## config.mk

```make
export PLATFORM = sky130hd
export DESIGN_NAME = double_ended_queue
export DESIGN_NICKNAME = d
export VERILOG_FILES = /design/src/hw/rtl/dq_pkg.sv /design/src/hw/rtl/dq_ram.sv /design/src/hw/rtl/double_ended_queue.sv
export SDC_FILE = /design/constraint.sdc
export NUM_CORES = 1
export LEC_CHECK = 0
export ABC_AREA = 1
export ABC_CLOCK_PERIOD_IN_PS = 3500
export BUFFER_PORTS_ARGS = -buffer_cell sky130_fd_sc_hd__buf_4
export CAP_MARGIN = 20
export CORE_UTILIZATION = 55
export DETAILED_ROUTE_END_ITERATION = 10
export PLACE_DENSITY = 0.81
export SLEW_MARGIN = 20
export SYNTH_ARGS = -nofsm -noshare
export SYNTH_HDL_FRONTEND = slang
export SYNTH_SLANG_ARGS = --single-unit
```

## constraint.sdc

```tcl
create_clock -name clk_i -period 3.5 [get_ports clk_i]
set_input_delay 0.7 -clock clk_i [delete_from_list [all_inputs] [get_ports clk_i]]
set_output_delay 0.7 -clock clk_i [all_outputs]
set_load 0.02 [all_outputs]
```

## src/hw/rtl/dq_pkg.sv

```systemverilog
// Shared types, constants and index helpers for the double-ended queue.
// Used by double_ended_queue; depends on nothing.
`timescale 1ns / 1ps

package dq_pkg;

  localparam int unsigned DEPTH  = 8;
  localparam int unsigned DATA_W = 32;
  localparam int unsigned IDX_W  = (DEPTH > 1) ? $clog2(DEPTH) : 1;
  localparam int unsigned CNT_W  = $clog2(DEPTH + 1);
  localparam int unsigned SUM_W  = CNT_W + 1;

  typedef enum logic [2:0] {
    CMD_PUSH_FRONT = 3'd0,
    CMD_PUSH_BACK  = 3'd1,
    CMD_POP_FRONT  = 3'd2,
    CMD_POP_BACK   = 3'd3,
    CMD_DISPLAY    = 3'd4
  } cmd_e;

  typedef enum logic [1:0] {
    STAT_OK    = 2'd0,
    STAT_FULL  = 2'd1,
    STAT_EMPTY = 2'd2
  } status_e;

  typedef enum logic {
    S_IDLE    = 1'b0,
    S_DISPLAY = 1'b1
  } state_e;

  // Slot that lies off entries past base, wrapped round the storage.
  // base < DEPTH and off <= DEPTH, so one conditional subtract is enough.
  function automatic logic [IDX_W-1:0] wrap_slot(input logic [IDX_W-1:0] base,
                                                 input logic [CNT_W-1:0] off);
    logic [SUM_W-1:0] sum;
    sum = SUM_W'(base) + SUM_W'(off);
    if (sum >= SUM_W'(DEPTH)) begin
      sum = sum - SUM_W'(DEPTH);
    end
    return sum[IDX_W-1:0];
  endfunction

  // Slot in front of base, wrapped round the storage.
  function automatic logic [IDX_W-1:0] prev_slot(input logic [IDX_W-1:0] base);
    logic [IDX_W-1:0] res;
    if (base == '0) begin
      res = IDX_W'(DEPTH - 1);
    end else begin
      res = base - IDX_W'(1);
    end
    return res;
  endfunction

endpackage

```

## src/hw/rtl/dq_ram.sv

```systemverilog
// Generic simple dual-port RAM: one write port, one read port, registered read.
// Stand-alone; no package needed.
`timescale 1ns / 1ps

module dq_ram #(
  parameter int unsigned WIDTH = 32,
  parameter int unsigned DEPTH = 8
) (
  input  logic                                     clk_i,
  input  logic                                     we_i,
  input  logic [((DEPTH > 1) ? $clog2(DEPTH) : 1)-1:0] waddr_i,
  input  logic [WIDTH-1:0]                         wdata_i,
  input  logic                                     re_i,
  input  logic [((DEPTH > 1) ? $clog2(DEPTH) : 1)-1:0] raddr_i,
  output logic [WIDTH-1:0]                         rdata_o
);

  logic [WIDTH-1:0] mem_q [DEPTH];
  logic [WIDTH-1:0] rdata_q;

  always_ff @(posedge clk_i) begin
    if (we_i) begin
      mem_q[waddr_i] <= wdata_i;
    end
    // hold read data until the next read is issued
    if (re_i) begin
      rdata_q <= mem_q[raddr_i];
    end
  end

  assign rdata_o = rdata_q;

endmodule

```

## src/hw/rtl/double_ended_queue.sv

```systemverilog
// Double-ended queue top level: command decode, pointers and output stage.
// Depends on dq_pkg and on dq_ram for the entry storage.
//
//   port group   dir  tdata            tuser          tlast
//   s_axis       in   value[31:0]      command[2:0]   -
//   m_axis       out  data[31:0]       status[1:0]    last
//
// A pop issues the read in the accept cycle, and the output shows the RAM
// read register directly. A display streams one entry per cycle while the
// output is not stalled, set by the single RAM read port; no new command is
// taken until the cycle after its last word leaves.
// Reset clears head, fill count, state and output valid; entries are not
// cleared and stay undefined until pushed. A stalled output holds its word,
// and no command is taken until that word is taken or leaves this cycle.
`timescale 1ns / 1ps

module double_ended_queue (
  input  logic        clk_i,
  input  logic        rst_ni,
  input  logic        s_axis_tvalid_i,
  output logic        s_axis_tready_o,
  input  logic [31:0] s_axis_tdata_i,   // [31:0] value
  input  logic [2:0]  s_axis_tuser_i,   // [2:0] command
  output logic        m_axis_tvalid_o,
  input  logic        m_axis_tready_i,
  output logic [31:0] m_axis_tdata_o,   // [31:0] data
  output logic [1:0]  m_axis_tuser_o,   // [1:0] status
  output logic        m_axis_tlast_o
);

  // Pointer and control state
  dq_pkg::state_e               state_q, state_d;
  logic [dq_pkg::IDX_W-1:0]     head_q, head_d;
  logic [dq_pkg::CNT_W-1:0]     count_q, count_d;
  logic [dq_pkg::CNT_W-1:0]     disp_off_q, disp_off_d;

  // Output stage: status comes from a register, data from the RAM read
  // register when the word carries an entry, zero otherwise.
  logic                         out_valid_q, out_valid_d;
  logic                         out_ram_q, out_ram_d;
  dq_pkg::status_e              out_status_q, out_status_d;

  // RAM port controls
  logic                         ram_we, ram_re;
  logic [dq_pkg::IDX_W-1:0]     ram_waddr, ram_raddr;
  logic [dq_pkg::DATA_W-1:0]    ram_rdata;

  logic in_fire, out_fire, out_free, q_full, q_empty, disp_last;

  assign q_full    = (count_q == dq_pkg::CNT_W'(dq_pkg::DEPTH));
  assign q_empty   = (count_q == '0);
  assign out_fire  = out_valid_q & m_axis_tready_i;
  assign out_free  = ~out_valid_q | m_axis_tready_i;
  assign disp_last = ((disp_off_q + dq_pkg::CNT_W'(1)) == count_q);

  assign s_axis_tready_o = (state_q == dq_pkg::S_IDLE) & out_free;
  assign in_fire         = s_axis_tvalid_i & s_axis_tready_o;

  assign m_axis_tvalid_o = out_valid_q;
  assign m_axis_tdata_o  = out_ram_q ? ram_rdata : '0;
  assign m_axis_tuser_o  = out_status_q;
  // each known command has one word, except display whose final word alone ends it
  assign m_axis_tlast_o  = (state_q == dq_pkg::S_DISPLAY) ? disp_last : 1'b1;

  dq_ram #(
    .WIDTH (dq_pkg::DATA_W),
    .DEPTH (dq_pkg::DEPTH)
  ) u_ram (
    .clk_i   (clk_i),
    .we_i    (ram_we),
    .waddr_i (ram_waddr),
    .wdata_i (s_axis_tdata_i),
    .re_i    (ram_re),
    .raddr_i (ram_raddr),
    .rdata_o (ram_rdata)
  );

  always_comb begin
    state_d      = state_q;
    head_d       = head_q;
    count_d      = count_q;
    disp_off_d   = disp_off_q;
    out_valid_d  = out_valid_q & ~m_axis_tready_i;
    out_ram_d    = out_ram_q;
    out_status_d = out_status_q;
    ram_we       = 1'b0;
    ram_waddr    = head_q;
    ram_re       = 1'b0;
    ram_raddr    = head_q;

    unique case (state_q)
      dq_pkg::S_IDLE: begin
        if (in_fire) begin
          unique case (dq_pkg::cmd_e'(s_axis_tuser_i))
            dq_pkg::CMD_PUSH_FRONT: begin
              out_valid_d = 1'b1;
              out_ram_d   = 1'b0;
              if (q_full) begin
                out_status_d = dq_pkg::STAT_FULL;
              end else begin
                // step head back and store in front of the old head
                ram_we       = 1'b1;
                ram_waddr    = dq_pkg::prev_slot(head_q);
                head_d       = dq_pkg::prev_slot(head_q);
                count_d      = count_q + dq_pkg::CNT_W'(1);
                out_status_d = dq_pkg::STAT_OK;
              end
            end
            dq_pkg::CMD_PUSH_BACK: begin
              out_valid_d = 1'b1;
              out_ram_d   = 1'b0;
              if (q_full) begin
                out_status_d = dq_pkg::STAT_FULL;
              end else begin
                ram_we       = 1'b1;
                ram_waddr    = dq_pkg::wrap_slot(head_q, count_q);
                count_d      = count_q + dq_pkg::CNT_W'(1);
                out_status_d = dq_pkg::STAT_OK;
              end
            end
            dq_pkg::CMD_POP_FRONT: begin
              out_valid_d = 1'b1;
              if (q_empty) begin
                out_ram_d    = 1'b0;
                out_status_d = dq_pkg::STAT_EMPTY;
              end else begin
                ram_re       = 1'b1;
                ram_raddr    = head_q;
                head_d       = dq_pkg::wrap_slot(head_q, dq_pkg::CNT_W'(1));
                count_d      = count_q - dq_pkg::CNT_W'(1);
                out_ram_d    = 1'b1;
                out_status_d = dq_pkg::STAT_OK;
              end
            end
            dq_pkg::CMD_POP_BACK: begin
              out_valid_d = 1'b1;
              if (q_empty) begin
                out_ram_d    = 1'b0;
                out_status_d = dq_pkg::STAT_EMPTY;
              end else begin
                ram_re       = 1'b1;
                ram_raddr    = dq_pkg::wrap_slot(head_q, count_q - dq_pkg::CNT_W'(1));
                count_d      = count_q - dq_pkg::CNT_W'(1);
                out_ram_d    = 1'b1;
                out_status_d = dq_pkg::STAT_OK;
              end
            end
            dq_pkg::CMD_DISPLAY: begin
              out_valid_d = 1'b1;
              if (q_empty) begin
                out_ram_d    = 1'b0;
                out_status_d = dq_pkg::STAT_EMPTY;
              end else begin
                // read the front entry and walk toward the back
                ram_re       = 1'b1;
                ram_raddr    = head_q;
                disp_off_d   = '0;
                out_ram_d    = 1'b1;
                out_status_d = dq_pkg::STAT_OK;
                state_d      = dq_pkg::S_DISPLAY;
              end
            end
            default: begin
              // unknown command: drop it, no word out
            end
          endcase
        end
      end
      dq_pkg::S_DISPLAY: begin
        if (out_fire) begin
          if (disp_last) begin
            state_d = dq_pkg::S_IDLE;
          end else begin
            // advance to the next entry; RAM data holds while stalled
            ram_re      = 1'b1;
            ram_raddr   = dq_pkg::wrap_slot(head_q, disp_off_q + dq_pkg::CNT_W'(1));
            disp_off_d  = disp_off_q + dq_pkg::CNT_W'(1);
            out_valid_d = 1'b1;
          end
        end
      end
      default: begin
        state_d = dq_pkg::S_IDLE;
      end
    endcase
  end

  always_ff @(posedge clk_i or negedge rst_ni) begin
    if (!rst_ni) begin
      state_q      <= dq_pkg::S_IDLE;
      head_q       <= '0;
      count_q      <= '0;
      disp_off_q   <= '0;
      out_valid_q  <= 1'b0;
      out_ram_q    <= 1'b0;
      out_status_q <= dq_pkg::STAT_OK;
    end else begin
      state_q      <= state_d;
      head_q       <= head_d;
      count_q      <= count_d;
      disp_off_q   <= disp_off_d;
      out_valid_q  <= out_valid_d;
      out_ram_q    <= out_ram_d;
      out_status_q <= out_status_d;
    end
  end

  // Fill count never passes the storage size.
  a_count_bound: assert property (@(posedge clk_i) disable iff (!rst_ni)
    count_q <= dq_pkg::CNT_W'(dq_pkg::DEPTH))
    else $error("fill count exceeds depth");

  // No command is taken while a display is streaming.
  a_no_accept_in_display: assert property (@(posedge clk_i) disable iff (!rst_ni)
    (state_q == dq_pkg::S_DISPLAY) |-> !s_axis_tready_o)
    else $error("command accepted during display");

  // A push-back that is not refused grows the queue by one.
  a_push_grows: assert property (@(posedge clk_i) disable iff (!rst_ni)
    (in_fire && (s_axis_tuser_i == dq_pkg::CMD_PUSH_BACK) && !q_full)
    |=> (count_q == $past(count_q) + dq_pkg::CNT_W'(1)))
    else $error("push back did not grow the queue");

  // A word that carries a stored entry always reports OK.
  a_ram_word_ok: assert property (@(posedge clk_i) disable iff (!rst_ni)
    (out_valid_q && out_ram_q) |-> (out_status_q == dq_pkg::STAT_OK))
    else $error("entry word with refusal status");

endmodule
```

==> summary.txt <==
Pwr
  • Power per cell area: 694 nW/um2
  • Maximum vdd drop: 0.621 mV
  • Leak: 7.53 nW

CTS
  • Reg clk slew, reported paths: 0.06 ns
  • # resized after CTS: 0
  • CTS tree: done
  • CTS Hold Bufs: 1
  • Setup bufs post-CTS: 0
  • CTS buffer count: 31
  • CTS HTree Levels: 1
  • Clock Path Buffers: 3
  • Worst-Skew Late Latency: 0.57 ns
  • Root Buffer: clkbuf_16
  • Clock Sinks: 304

Synthesis
  • Seq/Total Area, Yosys: 63.2%
  • Synthesized area per cell: 10.0 um2
  • Most frequent cell after synthesis: nand2_1
  • Netlist Area Pre-Place: 14300 um2
  • Top cells by area, synth: edfxtp_1, nand2_1, nand3_1
  • Largest area contributor in the netlist: edfxtp_1
  • Post-synth top area share: 60.4%
  • Syn Inst Count: 1432
  • Ys flop type: edfxtp_1
  • Yosys Warn Count: 0
  • Unique masters post-synth: 41
  • Post-synth EDFFs: 288
  • Post-synth ARST share: 5.26%
  • #FFs+latches synth: 304
  • Commonest cells post-synth: nand2_1, inv_1, edfxtp_1, nand3_1, buf_2
  • Synthesized Nets: 1483

STA
  • Final hold vios: 0
  • Post-route clock skew: 0.0208 ns
  • Slew headroom: 40.2%
  • Setup WS post-layout: 0.377 ns
  • F_max: 320 MHz
  • Count of pins over their slew limit: 0
  • Final setup fails: 0
  • Period minus WS final: 3.12 ns
  • Final period util: 89.2%
  • RSZ-0062 raised after global routing: no
  • Slew @ Worst Pin: 0.889 ns

Layout
  • # diodes: 0
  • Synthesis-to-layout area growth: 14.0%
  • Final std cells w/o fill: 1854
  • Share of cells above drive strength 1: 14.0%
  • Nets: 1550

Global routing
  • Global-route wire length before repair: 49700 um
  • Antenna violations before repair: 0
  • GRT Total Usage: 24.2%
  • Largest net degree at the start of global routing: 129
  • Vias in the first global route: 9806
  • Grt ovf: 0

Place
  • Hpwl dp: 18000 um
  • Dpl ws: 0.414 ns
  • Port buffer count: 75
  • Placed instance count: 1795
  • Placer Congestion: 0.914

Die
  • Rows: 58
  • Starting density of the core: 56.4%
  • Die area: 26700 um2
  • CORE AREA: 25400 um2
  • Die height: 163 um
  • Die Wd: 163 um
  • # IOs: 76

Critical path
  • Worst path max stage delay: 0.45 ns
  • CP cell instances: inv_1, ha_1, nand2_1, nor2_1, inv_1, nand2_1, nand2_1, o21ai_0, inv_1, o211ai_1, o21ai_0, inv_1, nand2_1, nor2_4, buf_12
  • Critical Path RT: 3.75 ns
  • CP Launch Type: flop
  • Crit path arrival time: 3.37 ns
  • Setup crit end kind: flop
  • Peak fanout along the critical path: 25
  • Slowest CP cell: dfrtp_1
  • Critical path class: reg -> reg

Route
  • Drt total wl: 31200 um
  • First drt pass iteration count: 5
  • Vias: 9918
  • Vias/cell: 5.35
  • DRC viols: 0
  • Drt initial violations: 971
  • Routed Antenna Nets: 0
  • Routed WL per cell: 16.8 um

Worst hold path
  • Type of the tightest min-delay check: in -> reg

Run
  • Max cap viols: 0

Outcome
  • Status: finished, final reports clean
==> routing by layer <==
layer	track usage [%]	up-vias	share of wire, %
met2	40.3	419	49
met4	10.5	0	3.6
met3	4.19	82	8.4
met5	0	-	0
li1	-	4722	-
met1	31.2	4695	39
==> final timing paths <==
path / startpoint / to / slack, ns / cells after the start
worst min register to register: m_axis_tuser_o[1] / m_axis_tuser_o[1] / 0.51 / 2
max in group asynchronous: rst_ni / m_axis_tvalid_o / 2.76 / 2
min in group asynchronous: rst_ni / head_q[2] / 0.55 / 2
worst min-delay path: s_axis_tdata_i[18] / u_ram.mem_q[3][18] / 0.36 / 1
worst max register to register: count_q[0] / u_ram.mem_q[4][31] / 0.38 / 15
worst max-delay path: count_q[0] / u_ram.mem_q[4][31] / 0.38 / 15
==> cell families (layout without fill, tap and decap cells) <==
kind of cell / Yosys count / in the layout / synth area share, %
compound gates: 38 / 38 / 1.55
xor+xnor: 8 / 8 / 0.620
fa+ha+maj: 12 / 12 / 1.21
buf+inv: 382 / 474 / 11.4
flops: 304 / 304 / 63.2
mux: 1 / 1 / 0.0786
simple gates: 687 / 687 / 21.9
==> power breakdown <==
part	internal, mW	switching, mW	total, mW
Clock	1.99	1.37	3.36
Combinational	1.20	2.42	3.62
Sequential	4.21	0.138	4.35
Total	7.41	3.92	11.3
==> cell usage in the layout, fill, tap and decap left out, types with 2 or more instances in the layout <==
cell type	netlist	routed
xor2_1	5	5
buf_12	1	12
nand4_1	2	2
nor2_1	28	20
nor4_1	4	4
nor2_2	3	3
o211ai_1	2	2
inv_2	6	6
edfxtp_1	288	288
clkinv_2	0	9
inv_6	0	2
bufinv_16	0	5
fa_1	3	3
inv_1	310	310
o21ai_0	20	20
nand3_2	31	30
dfrtp_1	16	16
clkbuf_1	5	2
nor2_4	1	9
clkinv_1	0	5
nand2_2	8	8
clkbuf_16	0	31
nand3_1	240	240
nand2_1	367	366
ha_1	9	9
a21oi_1	6	6
clkinv_4	0	3
xnor2_1	2	2
o21ai_4	0	2
buf_4	14	87
==> worst max-delay path, delay by kind of cell (launching register included) <==
family,cells,cell delay (ns)
AO/OA/AOI/OAI,3,0.41
AND/OR/NAND/NOR,6,0.95
flip-flops,1,0.45
buffers and inverters,5,0.78
adder cells (fa/ha/maj),1,0.25
==> cell type report <==
class / count / area (um2)
multi-input combinational: 746 / 3730
clock inverter: 25 / 265
tap: 330 / 413
clock buffer: 33 / 783
inverter: 316 / 1190
sequential: 304 / 9050
timing repair buffer: 100 / 903
fill: 1915 / 9070
==> registers in the layout, indices dropped and copies added (netlist names) <==
register / flops
count_q: 4
disp_off_q: 4
head_q: 3
m_axis_tuser_o: 2
m_axis_tvalid_o: 1
out_ram_q: 1
state_q: 1
u_ram.mem_q: 256
u_ram.rdata_o: 32
==> metrics by stage <==
| stage | utilization [%] | setup TNS (ns) | power [mW] | hold WS, ns | area, um2 |
|---|---|---|---|---|---|
| after floorplan | - | -16.74 | 7.13 | 0.404 | 14300 |
| after global placement | 60.1 | 0 | 7.89 | 0.493 | 15300 |
| after detailed placement | 60.1 | 0 | 8.01 | 0.501 | 15300 |
| after CTS | 64.3 | 0 | 11.4 | 0.345 | 16300 |
| after global routing | 64.3 | 0 | 12.0 | 0.352 | 16300 |
| final | 64.3 | 0 | 11.3 | 0.359 | 16300 |
(Power assumes the default switching activity.)
